===== src/assert_macros.svh =====
// Assertion helpers for the sample encoder RTL.
// Both forms are clocked on the rising edge and disabled while reset is low.
`ifndef ASSERT_MACROS_SVH
`define ASSERT_MACROS_SVH

`ifndef SYNTHESIS

// Property holds at every enabled edge.
`define ASSERT_ALWAYS(lbl, clk, rst_n, prop) \
  lbl: assert property (@(posedge clk) disable iff (!rst_n) (prop)) \
    else $error("assertion failed");

// Antecedent at one edge implies consequent at the next edge.
`define ASSERT_NEXT(lbl, clk, rst_n, ante, cons) \
  lbl: assert property (@(posedge clk) disable iff (!rst_n) (ante) |=> (cons)) \
    else $error("assertion failed");

`else

`define ASSERT_ALWAYS(lbl, clk, rst_n, prop)
`define ASSERT_NEXT(lbl, clk, rst_n, ante, cons)

`endif

`endif


===== src/rse_pkg.sv =====
`timescale 1ns / 1ps
// ----------------------------------------------------------------------------
// rse_pkg
// Widths and codeword constants of the zero-run sample encoder.
// ----------------------------------------------------------------------------
package rse_pkg;

  localparam int WORD_BITS = 16;
  localparam int BUF_BITS  = 31;
  localparam int CNT_W     = 5;
  localparam int LZ_W      = 4;
  localparam int CODE_W    = 5;
  localparam int LEN_W     = 3;

  typedef logic [WORD_BITS-1:0] word_t;
  typedef logic [BUF_BITS-1:0]  bitbuf_t;
  typedef logic [CNT_W-1:0]     cnt_t;

  // empty window: one-bit code 0; otherwise five-bit code RUN_BASE + zeros
  localparam logic [CODE_W-1:0] CODE_EMPTY    = 5'd0;
  localparam logic [CODE_W-1:0] CODE_RUN_BASE = 5'd16;
  localparam logic [LEN_W-1:0]  LEN_EMPTY     = 3'd1;
  localparam logic [LEN_W-1:0]  LEN_RUN       = 3'd5;

  // zigzag map of a wrapped 16-bit difference
  function automatic word_t zigzag(input word_t d);
    return {d[WORD_BITS-2:0], 1'b0} ^ {WORD_BITS{d[WORD_BITS-1]}};
  endfunction

endpackage


===== src/rake_sample_encoder.sv =====
`timescale 1ns / 1ps
// ----------------------------------------------------------------------------
// rake_sample_encoder
// Delta + zigzag + zero-run coder for signed 16-bit samples.
// ----------------------------------------------------------------------------
// Usage:
//   in_*   : one sample per word, tdata = sample, tlast = final sample of block.
//   out_*  : one codeword per word, tdata = {code_length, code},
//            tlast = last codeword caused by a block's final sample.
//   cfg_*  : write of dc_offset, taken whenever valid is high; write only
//            while the encoder is idle.
// Throughput:
//   Its codewords follow one per cycle while out_tready stays high, 1 to 31
//   codewords per sample. They come from the single window shifter and
//   leading-one encoder, used once per codeword. in_tready is high only
//   between samples, so a new sample is not taken before the last is coded.
// Reset:
//   rst_n low clears the bit buffer, the previous sample and dc_offset, sets
//   the first-sample flag; no output word is pending afterwards.
// Stall:
//   A codeword sits in the output register until taken; while one waits and
//   out_tready is low the coder holds and no new codeword is produced.
// ----------------------------------------------------------------------------
module rake_sample_encoder (
  input  logic        clk,
  input  logic        rst_n,
  input  logic        in_tvalid,
  output logic        in_tready,
  input  logic [15:0] in_tdata,   // [15:0] sample
  input  logic        in_tlast,
  output logic        out_tvalid,
  input  logic        out_tready,
  output logic [7:0]  out_tdata,  // [4:0] code, [7:5] code_length
  output logic        out_tlast,
  input  logic        cfg_valid,
  output logic        cfg_ready,
  input  logic [15:0] cfg_data    // [15:0] dc_offset
);
  import rse_pkg::*;
  `include "assert_macros.svh"

  typedef enum logic {S_IDLE, S_CODE} state_t;

  state_t  state_r, state_nxt;
  word_t   dc_r, dc_nxt;
  word_t   prev_r, prev_nxt;
  logic    first_r, first_nxt;
  logic    last_r, last_nxt;
  bitbuf_t buf_r, buf_nxt;
  cnt_t    cnt_r, cnt_nxt;

  logic              out_valid_r, out_valid_nxt;
  logic [CODE_W-1:0] code_r, code_nxt;
  logic [LEN_W-1:0]  len_r, len_nxt;
  logic              eob_r, eob_nxt;

  logic                          in_acc;
  word_t                         diff;
  logic [BUF_BITS+WORD_BITS-1:0] shift_src;
  logic [BUF_BITS+WORD_BITS-1:0] shifted;
  word_t                         window;
  logic [LZ_W-1:0]               lz;
  cnt_t                          drop;
  cnt_t                          cnt_new;
  bitbuf_t                       keep_mask;
  logic                          emit;
  logic                          out_free;
  logic                          done;

  assign in_tready = (state_r == S_IDLE);
  assign cfg_ready = 1'b1;
  assign in_acc    = in_tvalid && in_tready;
  assign out_free  = !out_valid_r || out_tready;

  assign diff = in_tdata - (first_r ? dc_r : prev_r);

  // shared window extractor: bits cnt-1 downward, zero padded on the right
  assign shift_src = {buf_r, {WORD_BITS{1'b0}}};
  assign shifted   = shift_src >> cnt_r;
  assign window    = shifted[WORD_BITS-1:0];

  always_comb begin
    lz = '0;
    for (int i = 0; i < WORD_BITS; i++) begin
      if (window[i]) lz = LZ_W'(WORD_BITS - 1 - i);
    end
  end

  assign drop      = (window == '0) ? CNT_W'(WORD_BITS) : CNT_W'(lz) + CNT_W'(1);
  assign cnt_new   = (drop >= cnt_r) ? '0 : cnt_r - drop;
  assign keep_mask = (BUF_BITS'(1) << cnt_new) - BUF_BITS'(1);

  // a window is coded while a full word waits, or any bit on a block's tail
  assign emit = (state_r == S_CODE) && out_free;
  assign done = !((cnt_new >= CNT_W'(WORD_BITS)) || (last_r && (cnt_new != '0)));

  always_comb begin
    state_nxt     = state_r;
    dc_nxt        = dc_r;
    prev_nxt      = prev_r;
    first_nxt     = first_r;
    last_nxt      = last_r;
    buf_nxt       = buf_r;
    cnt_nxt       = cnt_r;
    out_valid_nxt = out_valid_r && !out_tready;
    code_nxt      = code_r;
    len_nxt       = len_r;
    eob_nxt       = eob_r;

    if (cfg_valid) dc_nxt = cfg_data;

    if (in_acc) begin
      buf_nxt   = {buf_r[BUF_BITS-WORD_BITS-1:0], zigzag(diff)};
      cnt_nxt   = cnt_r + CNT_W'(WORD_BITS);
      last_nxt  = in_tlast;
      prev_nxt  = in_tlast ? '0 : in_tdata;
      first_nxt = in_tlast;
      state_nxt = S_CODE;
    end

    if (emit) begin
      out_valid_nxt = 1'b1;
      if (window == '0) begin
        code_nxt = CODE_EMPTY;
        len_nxt  = LEN_EMPTY;
      end else begin
        code_nxt = CODE_RUN_BASE + CODE_W'(lz);
        len_nxt  = LEN_RUN;
      end
      eob_nxt = last_r && done;
      cnt_nxt = cnt_new;
      buf_nxt = buf_r & keep_mask;
      if (done) state_nxt = S_IDLE;
    end
  end

  always_ff @(posedge clk) begin
    if (!rst_n) begin
      state_r     <= S_IDLE;
      dc_r        <= '0;
      prev_r      <= '0;
      first_r     <= 1'b1;
      last_r      <= 1'b0;
      buf_r       <= '0;
      cnt_r       <= '0;
      out_valid_r <= 1'b0;
      code_r      <= '0;
      len_r       <= '0;
      eob_r       <= 1'b0;
    end else begin
      state_r     <= state_nxt;
      dc_r        <= dc_nxt;
      prev_r      <= prev_nxt;
      first_r     <= first_nxt;
      last_r      <= last_nxt;
      buf_r       <= buf_nxt;
      cnt_r       <= cnt_nxt;
      out_valid_r <= out_valid_nxt;
      code_r      <= code_nxt;
      len_r       <= len_nxt;
      eob_r       <= eob_nxt;
    end
  end

  assign out_tvalid = out_valid_r;
  assign out_tdata  = {len_r, code_r};
  assign out_tlast  = eob_r;

  // a sample always yields a codeword, so the coder is busy right after accept
  `ASSERT_NEXT(a_busy_after_accept, clk, rst_n, in_acc, !in_tready)
  // between samples fewer than a full word waits in the buffer
  `ASSERT_ALWAYS(a_idle_partial, clk, rst_n,
                 !in_tready || (cnt_r < CNT_W'(WORD_BITS)))
  // length and code agree on every word sent
  `ASSERT_ALWAYS(a_code_len, clk, rst_n,
                 !out_tvalid || (len_r == LEN_EMPTY && code_r == CODE_EMPTY) ||
                 (len_r == LEN_RUN && code_r[CODE_W-1]))
  // end of a block leaves the buffer empty
  `ASSERT_NEXT(a_eob_empty, clk, rst_n, emit && last_r && done, cnt_r == '0)

endmodule


===== config.mk =====
export PLATFORM = sky130hd
export DESIGN_NAME = rake_sample_encoder
export DESIGN_NICKNAME = d
export VERILOG_FILES = /design/src/rse_pkg.sv /design/src/rake_sample_encoder.sv
export VERILOG_INCLUDE_DIRS = /design/src /design/src/src
export SDC_FILE = /design/constraint.sdc
export NUM_CORES = 1
export LEC_CHECK = 0
export ABC_CLOCK_PERIOD_IN_PS = 9710
export BUFFER_PORTS_ARGS = -buffer_cell sky130_fd_sc_hd__buf_2
export CAP_MARGIN = 10
export CORE_MARGIN = 5
export CORE_UTILIZATION = 60
export DETAILED_ROUTE_END_ITERATION = 12
export PLACE_DENSITY = 0.8
export SLEW_MARGIN = 20
export SYNTH_ARGS = -nofsm -noshare
export SYNTH_HDL_FRONTEND = slang
export SYNTH_SLANG_ARGS = --single-unit

===== constraint.sdc =====
create_clock -name clk -period 9.71 [get_ports clk]
set_input_delay 1.942 -clock clk [delete_from_list [all_inputs] [get_ports clk]]
set_output_delay 1.942 -clock clk [all_outputs]
set_load 0.03 [all_outputs]

==> flow_summary.ini <==
[setup_path]
cp.arrival_ps = 7570
cp_num_buf_inv = 1
worstSetupPathType = reg -> reg
crit_path_top_delay_cell = dfxtp_2
cpPeakStageDelay_ps = 950
cp-startpoint = cnt_r[0]
cpMostUsedCell = a21oi_1
startpoint_type = flop
crit_end = buf_r[18]
cp_max_fo = 35
rr_worst_depth = 23
cp_cell_sequence = mux4_2, a221o_1, o22a_1, a311o_1, a311oi_2, a21oi_1, o31ai_2, ha_1, nand2_1, ha_1, nor2b_1, o21a_1, o21a_1, o21ai_0, a21oi_1, a21oi_1, nand2b_1, ha_1, inv_1, nor2_1, a2111oi_0, o311ai_0, a21oi_1
crit_path_end_kind = flop
worstPathRequired_ps = 10000
reg2reg_from = cnt_r[0]
crit_family = compound AO/OA/AOI/OAI gates
r2r-end = buf_r[18]
cp_num_cells = 23
reg2reg_slack_ps = 2440

[timing]
post-route-period-util_pct = 74.9
relSlewSlack_pct = 28.0
tns_ps = 0
fmax_mhz = 137
fin_crit_ps = 7270
finalSetupViolCount = 0
rsz0062_at_grt = false
finClkSkew_ps = 13.2
finalHoldViolCount = 0
setup_ws_ps = 2440
slew_violations = 0
worst_pin_slew_ps = 1080

[routing]
via_per_inst = 6.83
ant_nets = 0
vias = 6368
firstDrtPassIters = 9
post_drt_wl_per_cell_um = 21.2
drt-total-wl_mm = 19.7
drc_errors = 0
drt_iter0_markers = 750

[synthesis]
syn-num-nets = 840
synth-simple-area-share_pct = 18.7
ys.flop_type = dfxtp_1
netlist_area_um2 = 6660
synthDistinctLibCells = 76
synth_fa_ha_area_share_pct = 4.74
synth_top_family_by_area = multiplexers
ys_ff_latch = 79
synth-xor-area-share_pct = 4.81
synth_cells = 778
muxShareOfSynthArea_pct = 22.0
synth_edf_count = 0
ys_warn_count = 0
post_synth.cell_area_avg_um2 = 8.56
async_flop_share_pct = 0
seq_area_frac_synth_pct = 23.8
synth_compound_area_share_pct = 21.2

[die]
die_y_um = 115
rows = 38
coreArea_um2 = 10800
start_util_pct = 61.4
ioPinCount = 50
die-area_um2 = 13300
fp.dieW_um = 115

[grt]
grt_first_pass_wirelength_mm = 31.5
grt_remaining_overflow = 0
grt_antenna_before_repair = 0
grt_pass1_vias = 5958
grt_max_degree = 60
grt_usage_pct = 29.9

[run_status]
status = finished clean

[clocking]
insertion_delay_ps = 380
post-cts-setup-buffers = 0
cts.htree.levels = 3
cts_root_buffer = clkbuf_8
clk_path_buf_depth = 2
cts_tree = built
hold_buffers = 0
cts_buffers = 9
cts_resized = 0
clk_pin_slew_ps = 80
cts.sinks = 79

[cells_and_area]
layout_commonest_cell = dfxtp_1
layout_common_cells = dfxtp_1, nand2_1, nor2_1, a21oi_1, mux2i_1
layout.nets = 850
diodes = 0
syn_to_final_growth_pct = 6.37
stdcell_count = 933
fin_util_pct = 65.3
drive_gt1_share_pct = 15.0

[placement]
place_inst = 917
io_buffers = 47
dp_slack_ps = 2570
finalWeightedCongestion = 0.928
hpwl_mm = 14.3

[min_path]
hold_path_class = reg -> reg

[run]
drv_cap = 0
==> worst min path at each step <==
stage / end / depth (start not counted) / startpoint / slack (ps)
final: prev_r[9] / 2 / prev_r[9] / 450
after global routing: prev_r[5] / 2 / prev_r[5] / 480
after global placement: prev_r[4] / 2 / prev_r[4] / 440
after CTS: prev_r[5] / 2 / prev_r[5] / 450
after detailed placement: prev_r[9] / 2 / prev_r[9] / 440
after floorplan: prev_r[15] / 2 / prev_r[15] / 430
==> per-layer routing <==
metal | global-route usage (%) | wire length (um)
met1 | 40.1 | 8130
met2 | 49.0 | 9540
met3 | 4.95 | 1510
met4 | 10.7 | 572
met5 | 0 | 0
==> kinds of logic after synthesis <==
| family | after synthesis |
|---|---|
| muxes | 100 |
| xor gates and xnor gates | 35 |
| buffers and inverters | 70 |
| adders and majority gates | 24 |
| DFF | 79 |
| other | 2 |
| and+or+nand+nor | 255 |
| AOI/OAI and AO/OA | 213 |
==> synthesized netlist by cell type, drive strengths merged (9+ instances only) <==
| master | count | area (um2) |
|---|---|---|
| mux2i | 51 | 510 |
| nor2 | 66 | 248 |
| inv | 14 | 52.6 |
| xnor2 | 22 | 193 |
| a21oi | 59 | 295 |
| clkbuf | 38 | 143 |
| a22oi | 11 | 82.6 |
| nand2 | 72 | 270 |
| a211oi | 14 | 105 |
| mux4 | 33 | 773 |
| nand3 | 21 | 105 |
| nand3b | 18 | 135 |
| o21ai | 40 | 200 |
| dfxtp | 79 | 1580 |
| and2 | 9 | 56.3 |
| nor2b | 12 | 75.1 |
| o22ai | 10 | 62.6 |
| mux2 | 16 | 180 |
| nor3 | 14 | 70.1 |
| and3 | 14 | 87.6 |
| xor2 | 12 | 105 |
| o211ai | 13 | 97.6 |
| buf | 18 | 121 |
| ha | 22 | 275 |
==> worst reg2reg max path, stage by stage (launching register included) <==
cell       delay, ps
dfxtp_2          950
mux4_2           660
a221o_1          380
o22a_1           190
a311o_1          370
a311oi_2         390
a21oi_1          150
o31ai_2          310
ha_1             290
nand2_1          110
ha_1             250
nor2b_1          140
o21a_1           180
o21a_1           180
o21ai_0          440
a21oi_1          340
a21oi_1          450
nand2b_1         150
ha_1             340
inv_1            170
nor2_1            60
a2111oi_0        340
o311ai_0         180
a21oi_1          190
==> layout make-up <==
| class | instances | area (um2) |
|---|---|---|
| Fill cell | 909 | 3760 |
| Multi-Input combinational cell | 629 | 4760 |
| Inverter | 14 | 52.6 |
| Tap cell | 140 | 175 |
| Timing Repair Buffer | 55 | 295 |
| Sequential cell | 79 | 1580 |
| Clock inverter | 5 | 82.6 |
| Clock buffer | 11 | 131 |
==> sequential cells by signal, summed over array words and instances (netlist names) <==
name / flops
out_tlast: 1
out_tvalid: 1
prev_r: 16
last_r: 1
code_r: 4
first_r: 1
cnt_r: 5
buf_r: 31
state_r: 1
dc_r: 16
len_r: 2
==> per-stage QoR <==
step | cell area (um2) | hold slack, ps
floorplan | 6660 | 431
global placement | 6870 | 437
detailed placement | 6870 | 443
CTS | 7080 | 455
global route | 7080 | 478
finish | 7080 | 452
Power is not shown: default switching activity piles up to over one toggle a cycle in this logic, so the estimate is an artifact.
